**config.mk**
```make
export PLATFORM = sky130hd
export DESIGN_NAME = impulse_relay_pulse_retry_core
export DESIGN_NICKNAME = d
export VERILOG_FILES = /design/src/hw/rtl/irpr_pkg.sv /design/src/hw/rtl/impulse_relay_pulse_retry_core.sv /design/src/hw/rtl/irpr_ctrl.sv
export SDC_FILE = /design/constraint.sdc
export NUM_CORES = 1
export LEC_CHECK = 0
export BUFFER_PORTS_ARGS = -buffer_cell sky130_fd_sc_hd__clkbuf_2
export CORE_MARGIN = 1.5
export CORE_UTILIZATION = 59
export DETAILED_ROUTE_END_ITERATION = 8
export PLACE_DENSITY = 0.91
export SETUP_SLACK_MARGIN = 0.5
export SLEW_MARGIN = 10
export SYNTH_ARGS = -nofsm -noshare
export SYNTH_HDL_FRONTEND = slang
export SYNTH_SLANG_ARGS = --single-unit
```
**constraint.sdc**
```tcl
create_clock -name clk -period 3.8 [get_ports clk]
set_clock_uncertainty 0.2 [all_clocks]
set_input_delay 0 -clock clk [delete_from_list [all_inputs] [get_ports clk]]
set_output_delay 0 -clock clk [all_outputs]
set_load 0.02 [all_outputs]
```
**src/hw/rtl/irpr_pkg.sv**
```systemverilog
// ----------------------------------------------------------------------------
// irpr_pkg
// Shared codes and types for the impulse relay pulse/retry controller.
// ----------------------------------------------------------------------------
package irpr_pkg;

	localparam int unsigned TICK_W  = 16;
	localparam int unsigned RETRY_W = 3;
	localparam int unsigned REQ_W   = 2;
	localparam int unsigned PHASE_W = 2;
	localparam int unsigned CFG_IDX_W  = 2;
	localparam int unsigned CFG_DATA_W = 16;

	// request types
	localparam logic [REQ_W-1:0] REQ_TICK     = 2'd0;
	localparam logic [REQ_W-1:0] REQ_SET      = 2'd1;
	localparam logic [REQ_W-1:0] REQ_FEEDBACK = 2'd2;

	// controller phases
	localparam logic [PHASE_W-1:0] PH_IDLE  = 2'd0;
	localparam logic [PHASE_W-1:0] PH_PULSE = 2'd1;
	localparam logic [PHASE_W-1:0] PH_WAIT  = 2'd2;

	// configuration register indexes
	localparam logic [CFG_IDX_W-1:0] CFG_PULSE_TICKS   = 2'd0;
	localparam logic [CFG_IDX_W-1:0] CFG_RELEASE_TICKS = 2'd1;
	localparam logic [CFG_IDX_W-1:0] CFG_MAX_RETRIES   = 2'd2;

	localparam logic [TICK_W-1:0]  PULSE_TICKS_RST   = 16'd200;
	localparam logic [TICK_W-1:0]  RELEASE_TICKS_RST = 16'd200;
	localparam logic [RETRY_W-1:0] MAX_RETRIES_RST   = 3'd3;
	localparam logic [RETRY_W-1:0] RETRY_SAT         = 3'd7;

	typedef struct packed {
		logic [TICK_W-1:0]  pulse_ticks;
		logic [TICK_W-1:0]  release_ticks;
		logic [RETRY_W-1:0] max_retries;
	} irpr_cfg_t;

	typedef struct packed {
		logic               drive_out;
		logic               relay_level;
		logic               level_known;
		logic               level_changed;
		logic [PHASE_W-1:0] phase;
		logic               gave_up;
	} irpr_result_t;

endpackage

```
**src/hw/rtl/impulse_relay_pulse_retry_core.sv**
```systemverilog
// ----------------------------------------------------------------------------
// impulse_relay_pulse_retry_core
// Pulses an impulse relay until its feedback matches the requested level or the retry limit is reached.
// ----------------------------------------------------------------------------
// One request is taken per clock cycle; its result appears in the output
// register on the next cycle. The state update is a single pass through the
// control logic, and the only thing that holds the input back is a result
// still waiting in the output register while out_stall is high. Timing of
// the relay pulse and release is counted in tick requests, not clock cycles.
module impulse_relay_pulse_retry_core (
	input  logic                               clk,
	input  logic                               arst_n,
	// configuration
	input  logic                               wr_en,
	input  logic [irpr_pkg::CFG_IDX_W-1:0]     wr_index,
	input  logic [irpr_pkg::CFG_DATA_W-1:0]    wr_data,
	// request channel
	input  logic                               in_valid,
	output logic                               in_stall,
	input  logic [irpr_pkg::REQ_W-1:0]         req_type,
	input  logic                               new_setpoint,
	input  logic                               feedback_level,
	input  logic                               feedback_present,
	// result channel
	output logic                               out_valid,
	input  logic                               out_stall,
	output logic                               drive_out,
	output logic                               relay_level,
	output logic                               level_known,
	output logic                               level_changed,
	output logic [irpr_pkg::PHASE_W-1:0]       phase,
	output logic                               gave_up
);
	import irpr_pkg::*;

	irpr_cfg_t    cfg_q;
	irpr_result_t result;
	irpr_result_t result_q;
	logic         out_valid_q;
	logic         accept;

	always_ff @(posedge clk or negedge arst_n) begin
		if (!arst_n) begin
			cfg_q.pulse_ticks   <= PULSE_TICKS_RST;
			cfg_q.release_ticks <= RELEASE_TICKS_RST;
			cfg_q.max_retries   <= MAX_RETRIES_RST;
		end else if (wr_en) begin
			case (wr_index)
				CFG_PULSE_TICKS:   cfg_q.pulse_ticks   <= wr_data[TICK_W-1:0];
				CFG_RELEASE_TICKS: cfg_q.release_ticks <= wr_data[TICK_W-1:0];
				CFG_MAX_RETRIES:   cfg_q.max_retries   <= wr_data[RETRY_W-1:0];
				default: begin
				end
			endcase
		end
	end

	assign in_stall = out_valid_q & out_stall;
	assign accept   = in_valid & ~in_stall;

	irpr_ctrl u_ctrl (
		.clk              (clk),
		.arst_n           (arst_n),
		.accept           (accept),
		.req_type         (req_type),
		.new_setpoint     (new_setpoint),
		.feedback_level   (feedback_level),
		.feedback_present (feedback_present),
		.cfg              (cfg_q),
		.result           (result)
	);

	always_ff @(posedge clk or negedge arst_n) begin
		if (!arst_n) begin
			out_valid_q <= 1'b0;
		end else if (accept) begin
			out_valid_q <= 1'b1;
		end else if (!out_stall) begin
			out_valid_q <= 1'b0;
		end
	end

	always_ff @(posedge clk) begin
		if (accept)
			result_q <= result;
	end

	assign out_valid     = out_valid_q;
	assign drive_out     = result_q.drive_out;
	assign relay_level   = result_q.relay_level;
	assign level_known   = result_q.level_known;
	assign level_changed = result_q.level_changed;
	assign phase         = result_q.phase;
	assign gave_up       = result_q.gave_up;

	// the input is only held off by an unclaimed result
	a_stall_cause: assert property (@(posedge clk) disable iff (!arst_n)
		in_stall |-> out_valid_q)
		else $error("input stalled with empty output register");

	// every accepted request leaves a result behind
	a_accept_result: assert property (@(posedge clk) disable iff (!arst_n)
		accept |=> out_valid_q)
		else $error("accepted request produced no result");

	// a result stays put until it is taken
	a_hold_result: assert property (@(posedge clk) disable iff (!arst_n)
		(out_valid_q && out_stall) |=> (out_valid_q && $stable(result_q)))
		else $error("held result lost or changed");

endmodule

```
**src/hw/rtl/irpr_ctrl.sv**
```systemverilog
// ----------------------------------------------------------------------------
// irpr_ctrl
// Relay control state and its per-request update; one request per cycle while accept is high.
// ----------------------------------------------------------------------------
module irpr_ctrl (
	input  logic                               clk,
	input  logic                               arst_n,
	input  logic                               accept,
	input  logic [irpr_pkg::REQ_W-1:0]         req_type,
	input  logic                               new_setpoint,
	input  logic                               feedback_level,
	input  logic                               feedback_present,
	input  irpr_pkg::irpr_cfg_t                cfg,
	output irpr_pkg::irpr_result_t             result
);
	import irpr_pkg::*;

	logic [PHASE_W-1:0] phase_q;
	logic [RETRY_W-1:0] retry_q;
	logic               setpoint_q;
	logic               level_q;
	logic               level_valid_q;
	logic               drive_q;
	logic [TICK_W-1:0]  timer_q;

	logic [PHASE_W-1:0] phase_d;
	logic [RETRY_W-1:0] retry_d;
	logic               setpoint_d;
	logic               level_d;
	logic               level_valid_d;
	logic               drive_d;
	logic [TICK_W-1:0]  timer_d;
	logic               changed_d;
	logic               gave_up_d;

	always_comb begin
		phase_d       = phase_q;
		retry_d       = retry_q;
		setpoint_d    = setpoint_q;
		level_d       = level_q;
		level_valid_d = level_valid_q;
		drive_d       = drive_q;
		timer_d       = timer_q;
		changed_d     = 1'b0;
		gave_up_d     = 1'b0;

		case (req_type)
			REQ_TICK: begin
				if (phase_q != PH_IDLE) begin
					if (timer_q inside {16'd0, 16'd1}) begin
						timer_d = '0;
						case (phase_q)
							PH_PULSE: begin
								drive_d = 1'b0;
								timer_d = cfg.release_ticks;
								phase_d = PH_WAIT;
								if (feedback_present) begin
									changed_d     = (level_q != feedback_level);
									level_d       = feedback_level;
									level_valid_d = 1'b1;
								end
							end
							PH_WAIT: begin
								if (feedback_present) begin
									changed_d     = (level_q != feedback_level);
									level_d       = feedback_level;
									level_valid_d = 1'b1;
								end
								if (level_d == setpoint_q) begin
									phase_d = PH_IDLE;
								end else if (retry_q >= cfg.max_retries) begin
									phase_d   = PH_IDLE;
									gave_up_d = 1'b1;
								end else begin
									// pulse again
									drive_d = 1'b1;
									timer_d = cfg.pulse_ticks;
									phase_d = PH_PULSE;
									if (retry_q != RETRY_SAT)
										retry_d = retry_q + RETRY_W'(1);
								end
							end
							default: begin
								phase_d = PH_IDLE;
							end
						endcase
					end else begin
						timer_d = timer_q - TICK_W'(1);
					end
				end
			end
			REQ_SET: begin
				setpoint_d = new_setpoint;
				retry_d    = '0;
				if (phase_q == PH_IDLE) begin
					if (feedback_present) begin
						changed_d     = (level_q != feedback_level);
						level_d       = feedback_level;
						level_valid_d = 1'b1;
					end
					if (new_setpoint != level_d) begin
						drive_d = 1'b1;
						timer_d = cfg.pulse_ticks;
						phase_d = PH_PULSE;
						retry_d = RETRY_W'(1);
					end
				end
			end
			REQ_FEEDBACK: begin
				if (phase_q == PH_IDLE && feedback_present) begin
					changed_d     = (level_q != feedback_level);
					level_d       = feedback_level;
					level_valid_d = 1'b1;
				end
			end
			default: begin
			end
		endcase
	end

	always_ff @(posedge clk or negedge arst_n) begin
		if (!arst_n) begin
			phase_q       <= PH_IDLE;
			retry_q       <= '0;
			setpoint_q    <= 1'b0;
			level_q       <= 1'b0;
			level_valid_q <= 1'b0;
			drive_q       <= 1'b0;
			timer_q       <= '0;
		end else if (accept) begin
			phase_q       <= phase_d;
			retry_q       <= retry_d;
			setpoint_q    <= setpoint_d;
			level_q       <= level_d;
			level_valid_q <= level_valid_d;
			drive_q       <= drive_d;
			timer_q       <= timer_d;
		end
	end

	assign result.drive_out     = drive_d;
	assign result.relay_level   = level_d;
	assign result.level_known   = level_valid_d;
	assign result.level_changed = changed_d;
	assign result.phase         = phase_d;
	assign result.gave_up       = gave_up_d;

	// coil is driven exactly while a pulse is running
	a_drive_phase: assert property (@(posedge clk) disable iff (!arst_n)
		drive_q == (phase_q == PH_PULSE))
		else $error("drive level out of step with phase");

	// an idle controller has its timer run down
	a_idle_timer: assert property (@(posedge clk) disable iff (!arst_n)
		(phase_q == PH_IDLE) |-> (timer_q == '0))
		else $error("timer left loaded while idle");

	// giving up only ends a wait
	a_gave_up_wait: assert property (@(posedge clk) disable iff (!arst_n)
		(accept && gave_up_d) |-> (phase_q == PH_WAIT && phase_d == PH_IDLE))
		else $error("give-up outside a wait check");

	// once known, the level never becomes unknown
	a_known_sticky: assert property (@(posedge clk) disable iff (!arst_n)
		!$fell(level_valid_q))
		else $error("level validity lost");

endmodule
```
Word level (Yosys, flattened, before mapping). Index checks and enable logic that the tools add are counted.

Output and inout bits: 9. Logic and storage cells: 126. Bits of input ports: 28. Latch bits: 0. Bits in read-only memories: 0. Register bits after elaboration: 68. Memories kept: 0. Memory bits (writable): 0.

Reduce and logical (&&, ||, !) cells: 16. Bitwise gates (word level): 7. Shift operators: 0. Divide/modulo/power cells: 0. Multipliers: 0. Order comparisons: 1. Add/sub/neg operators: 2. Multiplexer cells: 63. Equality and inequality tests: 20.

Operators with widths (number): 16-bit 2-to-1 mux (6); 16-bit case mux with 2 select lines (2); 1-bit 2-to-1 mux (34); 3-bit 2-to-1 mux (7); 16-bit by 1-bit equality test with 1-bit output, second input constant (1); 16-bit logical NOT (1); 16-bit by 1-bit subtractor with 16-bit output, second input constant (1); 2-bit by 1-bit != test with 1-bit output, second input constant (6); 2-bit 2-to-1 mux (5); 1-bit case mux with 3 select lines (3); 2-bit case mux with 2 select lines (2); 2-bit AND reduction (4); 8-bit AND reduction (1); 2-bit by 1-bit equality test with 1-bit output, second input constant (3); 2-bit equality test, second input constant (3); 2-bit logical NOT (3); 2-bit != test, second input constant (3); 1-bit case mux with 2 select lines (3); 3-bit case mux with 2 select lines (1); 2-bit nonzero test (3); 1-bit NOT (5); 5-bit AND reduction (1); 5-bit OR reduction (1); 3-bit by 1-bit adder with 3-bit output, second input constant (1); other kinds (7) (9).

Logic depth before layout (Yosys ltp). Gate-level depths: netlist (run 1).

Word-level depth: 11. Gate-level depth with buffers: 10. Depth with buffers taken out: 8.

Modules after synthesis. Synthesis (run 1) repeated with hierarchy kept, for this count alone.

Cells, all modules: 350. Area total of the unflattened synthesis: 3913.8 µm².

Modules (own cells, without submodules): irpr_ctrl (times used 1, cells each 264, seq. area each 625.6 µm², area an instance 2323.5 µm²); impulse_relay_pulse_retry_core (times used 1, cells each 86, seq. area each 1121.1 µm², area an instance 1590.3 µm²).

Least setup slack after synthesis (run 1). Ideal clock, no wire load.

Path type: register -> register. Start: register u_ctrl.timer_q[2]. End: register u_ctrl.timer_q[4]. Arrival time: 2.286 ns. Slack: 1.187 ns. Stages on the path, launching flop included: 9. Period minus slack after synthesis: 2.613 ns. Library setup time: 0.126 ns. Data required time: 3.474 ns. Buffers on the path: 3. Path through: dfrtp_1 -> buf_2 -> or4_1 -> buf_2 -> nor3_1 -> a21oi_1 -> buf_4 -> a32o_1 -> a221o_2.

Longest elaborated chain between the ends: 5. Elaborated cells on any way between the ends: 7. Those cells by class: 1 x add/sub; 1 x eq/ne; 3 x mux; 2 x reduce/logical.

RTL lines: start, declared (line irpr_ctrl.sv:24) `logic [TICK_W-1:0] timer_q;`; start signal, assigned (line irpr_ctrl.sv:137) `timer_q <= timer_d;`; branches (longest 2 deep; another with 16-bit by 1-bit subtractor with 16-bit output); 16-bit 2-to-1 mux * (line irpr_ctrl.sv:50) `if (timer_q inside {16'd0, 16'd1}) begin`; 16-bit 2-to-1 mux * (line irpr_ctrl.sv:49) `if (phase_q != PH_IDLE) begin`; 16-bit case mux with 2 select lines * (line irpr_ctrl.sv:47) `case (req_type)`.

Every way passes the cells marked *. The select of a mux whose other input is x is not followed. A chain may end at the register's enable or synchronous reset.

Worst setup path in the final report (run 1).
Start: register u_ctrl.timer_q[6]. End: register u_ctrl.timer_q[15].

Same word-level chain as after synthesis.

==> results.toml, run 1 <==
[status]
status = "complete, no violations"

[route]
drtIter0Drc = 187
drt-vias-per-instance = 6.23
num_vias = 2997
wl_um = 8450
drc = 0
ant_nets = 0
avgRoutedWirePerCell_um = 17.6
drt_first_pass_iters = 5

[worst_setup_path]
crit_type = "register to register"
arrival_ns = 3.09
crit_path_end = "u_ctrl.timer_q[15]"
r2r_slack_ns = 0.78
r2r_start = "u_ctrl.timer_q[6]"
ff2ff_path_depth = 6
startpoint = "u_ctrl.timer_q[6]"
cp_max_fo = 7
critPathRequiredTime_ns = 3.87
regToRegEndpoint = "u_ctrl.timer_q[15]"
worst_setup_path_end_kind = "register"
critPathLaunchType = "register"

[timing]
slew_violations = 0
worst_pin_slew_ns = 0.976
setup_viol = 0
rsz0062_at_grt = "no"
relSlewSlack = 0.349
period_share = 0.796
finalHoldViolCount = 0
fmax_ghz = 0.331
setup-tns-final_ns = 0
finalWorstPathRequiredPeriod_ns = 3.02

[power]
irDropWorstVdd_mv = 0.411
leakage_nw = 1.89
power_w = 0.00262
power_density_nw_per_um2 = 594

[floorplan]
rows = 28
io_pins = 37
core_um2 = 6030
die_h_um = 82.7
dieArea_um2 = 6840
start_util = 0.622
dieWidth_um = 82.7

[cts]
cts_resized = 0
cts_setup_buffers = 0
cts-root-buf = "clkbuf_8"
clkSinkCount = 68
postCtsHoldBufs = 28
clk_pin_slew_worst_paths_ns = 0.08
clk_latency_ns = 0.35
cts_buffers = 9
htreeDepth = 3
cts_tree = "yes"
clockBufferDepth = 2

[synth]
synth_ff_type = "dfrtp_1"
ys_seq_elements = 68
synth-edff-count = 7
syn_avg_cell_area_um2 = 11.0
synth_fp_nets = 381
synth-seq-area-share = 0.466
synth_warnings = 0
ys_types = 61
async_reset_ff_frac = 0.897
netlist_instances = 341
syn_area_um2 = 3750

[global_routing]
grt_pass1_vias = 2927
grt_overflow_total = 0
grt.total_usage = 0.273
grt_max_degree = 40
grt_pass1_wl_um = 13800
grt_antenna_before_repair = 0

[placement]
place_congestion = 0.944
portBuffers = 36
dp_hpwl_um = 5700
placed_area_um2 = 3940

[final_layout]
antenna_cells = 0
layout-drive-gt1-share = 0.315
seq_area_um2 = 1750
layout.nets = 441
syn_to_final_growth_pct = 17.9
multi_input_area_um2 = 1860
fill_cells = 447
design_area_um2 = 4420

[hold_path]
hp-class = "primary input to async pin"

[run]
maxCapViolations = 0
==> worst max-delay path, stage by stage (launching register included) <==
cell	delay, ns
dfrtp_1	0.45
nor4_1	0.69
nand2_1	0.44
or4_2	0.73
nor4_1	0.20
a21oi_1	0.07
a31oi_1	0.16
==> kinds of logic (layout without fill, tap and decap cells) <==
group,Yosys count,count (layout),share of synthesized area
AOI/OAI and AO/OA,74,74,0.148
xor gates and xnor gates,5,5,0.0117
adders and majority gates,12,12,0.0401
buffers and inverters,28,93,0.0391
DFF,68,68,0.466
muxes,42,42,0.125
and+or+nand+nor,112,112,0.170
==> Yosys cell counts, types with 2 or more instances <==
cell | number | area (µm²)
buf_4 | 2 | 15.0
clkbuf_1 | 7 | 26.3
nand3_1 | 7 | 35.0
nand3b_1 | 2 | 15.0
a211oi_1 | 3 | 22.5
o21ai_0 | 9 | 45.0
xor2_1 | 2 | 17.5
xnor2_1 | 3 | 26.3
nor4_4 | 2 | 42.5
a221o_2 | 12 | 135
or3_1 | 2 | 12.5
dfrtp_1 | 53 | 1330
o31ai_1 | 3 | 22.5
and3_2 | 2 | 15.0
nand2b_1 | 5 | 31.3
inv_1 | 11 | 41.3
mux2_2 | 38 | 428
o21bai_1 | 2 | 15.0
nor3_1 | 13 | 65.1
nor2b_1 | 6 | 37.5
a31oi_1 | 4 | 25.0
o211ai_1 | 3 | 22.5
nor4_1 | 6 | 37.5
or2_2 | 3 | 18.8
and2_1 | 3 | 18.8
nand2_1 | 24 | 90.1
nand4_1 | 4 | 25.0
nor2_1 | 20 | 75.1
edfxtp_1 | 7 | 210
mux2i_1 | 4 | 40.0
or4_1 | 4 | 30.0
a22o_1 | 3 | 26.3
buf_6 | 2 | 22.5
a21oi_1 | 19 | 95.1
dfstp_2 | 8 | 210
a32o_1 | 2 | 20.0
ha_1 | 12 | 150
buf_2 | 3 | 15.0
o21a_1 | 3 | 22.5
o22ai_1 | 2 | 12.5
==> through the flow <==
step	utilization	std cells	hold WS (ns)	worst slack, ns
after floorplan	-	341	-0.496	1.19
after global placement	0.653	437	-0.0110	0.923
after detailed placement	0.653	437	0.00982	0.904
after CTS	0.733	481	0.177	0.881
after global routing	0.733	481	0.243	0.602
final	0.733	481	0.136	0.776
==> power by group <==
group,leakage [nW],switching (W),total [W],internal (W)
Sequential,0.790,0.000208,0.00115,0.000945
Combinational,1.00,0.000477,0.000864,0.000386
Clock,0.0983,0.000289,0.000608,0.000319
==> final cells by class <==
class,instances,area share
multi-input cells,245,0.421
flip-flops and latches,68,0.395
repair buffers,66,0.108
clock buffers,10,0.0312
well taps,75,0.0212
clock inverters,6,0.0144
inverters,11,0.00935
==> metal layers <==
layer / up-vias / global-route usage / wire, µm
li1: 1389 / - / -
met1: 1477 / 0.340 / 3660
met2: 113 / 0.466 / 4220
met3: 18 / 0.0516 / 401
met4: 0 / 0.110 / 163
met5: - / 0 / 0
==> cell usage in the layout, fill, tap and decap left out, types with 12 or more instances in the layout <==
cell,n
nand2_1,24
mux2_2,38
dfrtp_1,53
clkbuf_2,36
nor2_1,20
a221o_2,12
a21oi_1,19
ha_1,12
dlygate4sd3_1,28
nor3_1,13
==> worst min path at each step <==
stage	startpoint	endpoint	slack (ns)	cells past startpoint
2_1_floorplan	arst_n	cfg_q[11]	-0.50	0
3_3_place_gp	arst_n	cfg_q[17]	-0.01	1
3_5_place_dp	arst_n	cfg_q[29]	0.01	1
4_1_cts	arst_n	cfg_q[14]	0.18	2
5_1_grt	wr_data[3]	cfg_q[6]	0.24	3
6_report	arst_n	cfg_q[14]	0.14	2
==> state kept, by name, indices dropped and copies added, names as in the netlist <==
| register | count |
|---|---|
| u_ctrl.drive_q | 1 |
| u_ctrl.level_valid_q | 1 |
| gave_up | 1 |
| u_ctrl.setpoint_q | 1 |
| out_valid | 1 |
| cfg_q | 35 |
| u_ctrl.timer_q | 16 |
| drive_out | 1 |
| phase | 2 |
| u_ctrl.phase_q | 2 |
| u_ctrl.retry_q | 3 |
| u_ctrl.level_q | 1 |
| level_known | 1 |
| level_changed | 1 |
| relay_level | 1 |
(Power assumes the default switching activity.)
==> run 2: changes to the inputs <==
clock period = 3.2 ns   (was 3.8 ns; I/O delays follow)
==> run 2 against run 1 <==
Die area unchanged. Count of clock-buffer cells in the layout increased by 6. First-iteration DRC count grew 86%. Final cell count is 1.7% higher. Non-clock buffer count is 7 higher. Total power grew 24%. Maximum frequency increased by 11%. Via count rose by 3.4%. Design area is 3.2% higher.
==> results.toml, run 2 (synthesis results as in run 1) <==
[global_routing]
grt_max_degree = 44
grt-busiest-layer = "met2"
grt_overflow_total = 0
grt_pass1_wl_um = 14000
grt.total_usage = 0.277
grt_pass1_vias = 2988
grt_antenna_before_repair = 0
grt_util_met1 = 0.343
use_met2 = 0.460
grtUsageMet3 = 0.0615

[placement]
portBuffers = 36
place_congestion = 0.952
dp_cells = 441
dp_hpwl_um = 5680

[route]
drc = 0
drt-vias-per-instance = 6.34
drtIter0Drc = 348
num_vias = 3099
avgRoutedWirePerCell_um = 18.1
wl_um = 8870
drt_first_pass_iters = 6
ant_nets = 0

[worst_setup_path]
crit_type = "register to register"
cp_cell_sequence = "or4_4 -> nor2_1 -> nand3_1 -> nor4b_1 -> o21a_1 -> mux2_2"
worst_path_max_delay_cell = "or4_4"
cpPeakStageDelay_ns = 0.64
worst-path-buf-inv = 0
path_delay_family = "simple AND/OR/NAND/NOR gates"
arrival_ns = 2.74
critPathRequiredTime_ns = 3.22
worst_setup_path_end_kind = "register"
cp_max_fo = 8
critPathLaunchType = "register"

[cts]
clk_pin_slew_worst_paths_ns = 0.07
cts_tree = "yes"
cts-root-buf = "clkbuf_8"
cts_buffers = 9
clk_latency_ns = 0.35
clkSinkCount = 68
htreeDepth = 3
clockBufferDepth = 2

[final_layout]
top_register = "cfg_q"
layout.nets = 449
fill_cells = 388
syn_to_final_growth_pct = 21.7
largest_reg_flops = 35
multi_input_area_um2 = 1950
final_common_cell = "dfrtp_1"
seq_area_um2 = 1750
mostFrequentLayoutCells = "dfrtp_1 (52), mux2_2 (38), clkbuf_2 (36)"
antenna_cells = 0
fin_cells = 489
layout-drive-gt1-share = 0.355
postLayoutCoreUtil = 0.757
largestRegisters = "cfg_q (35), u_ctrl.timer_q (16), u_ctrl.retry_q (3)"

[floorplan]
die_h_um = 82.7
start_util = 0.622
core_um2 = 6030
io_pins = 37
dieArea_um2 = 6840
dieWidth_um = 82.7
rows = 28

[power]
irDropWorstVdd_mv = 0.511
leakage_nw = 1.94
power_density_nw_per_um2 = 715

[timing]
finalWorstPathRequiredPeriod_ns = 2.73
worst_pin_slew_ns = 0.886
slew_violations = 0
fmax_ghz = 0.367
period_share = 0.852
setup-tns-final_ns = 0
holdWs_ns = 0.0481
finalHoldViolCount = 0
setup_viol = 0
rsz0062_at_grt = "yes"
relSlewSlack = 0.408

[run]
maxCapViolations = 0

[status]
status = "complete, no violations"

[hold_path]
hp-class = "primary input to async pin"
[run 2: changes by cell type in the layout (fill, tap and decap cells not counted), sizes merged]
| cell | before | now |
|---|---|---|
| bufinv | 1 | 0 |
| buf | 2 | 8 |
| dlygate4sd3 | 28 | 29 |
| clkinv | 3 | 0 |
| clkbuf | 46 | 52 |
| o21a | 4 | 5 |
| clkinvlp | 2 | 0 |
[run 2: report_power, final]
part	internal (W)	total (W)	switching (W)
registers	0.00112	0.00138	0.000258
logic	0.000533	0.00118	0.000643
clock network	0.000394	0.000705	0.000311
[run 2: what timing repair did]
action	CTS	global route
gates cloned	0	1
endpoints found under the setup margin	20	24
resized for setup	6	12
pin swaps	0	2
buffers inserted	0	2
endpoints found under the hold margin	64	0
hold buffers	29	0
[run 2: layout make-up]
class / instances / share of cell area
multi-input cells: 246 / 0.427
flip-flops and latches: 68 / 0.383
repair buffers: 73 / 0.116
clock buffers: 16 / 0.0442
well taps: 75 / 0.0206
inverters: 11 / 0.00905
[run 2: worst paths after layout]
kind,startpoint,endpoint,slack [ns],depth (start not counted)
min in group clk,wr_data[4],cfg_q[23],0.24,3
worst min-delay path,arst_n,cfg_q[1],0.05,2
worst min register to register,u_ctrl.level_valid_q,u_ctrl.level_valid_q,0.29,1
worst max-delay path,u_ctrl.timer_q[2],u_ctrl.retry_q[2],0.47,6
worst max register to register,u_ctrl.timer_q[2],u_ctrl.retry_q[2],0.47,6
max in group asynchronous,arst_n,cfg_q[20],1.57,3
[run 2: per-stage QoR]
step                      power, W  area, µm²  worst slack, ns
after floorplan            0.00211       3750            0.587
after global placement     0.00232       3970            0.447
after detailed placement   0.00238       3970            0.349
after CTS                  0.00314       4490            0.502
after global routing       0.00342       4560            0.366
final                      0.00326       4560            0.474
[run 2: per-layer routing]
layer,vias to the layer above,routed length (µm)
met5,-,0
met4,0,308
met3,31,549
met2,158,4400
met1,1499,3610
li1,1411,-
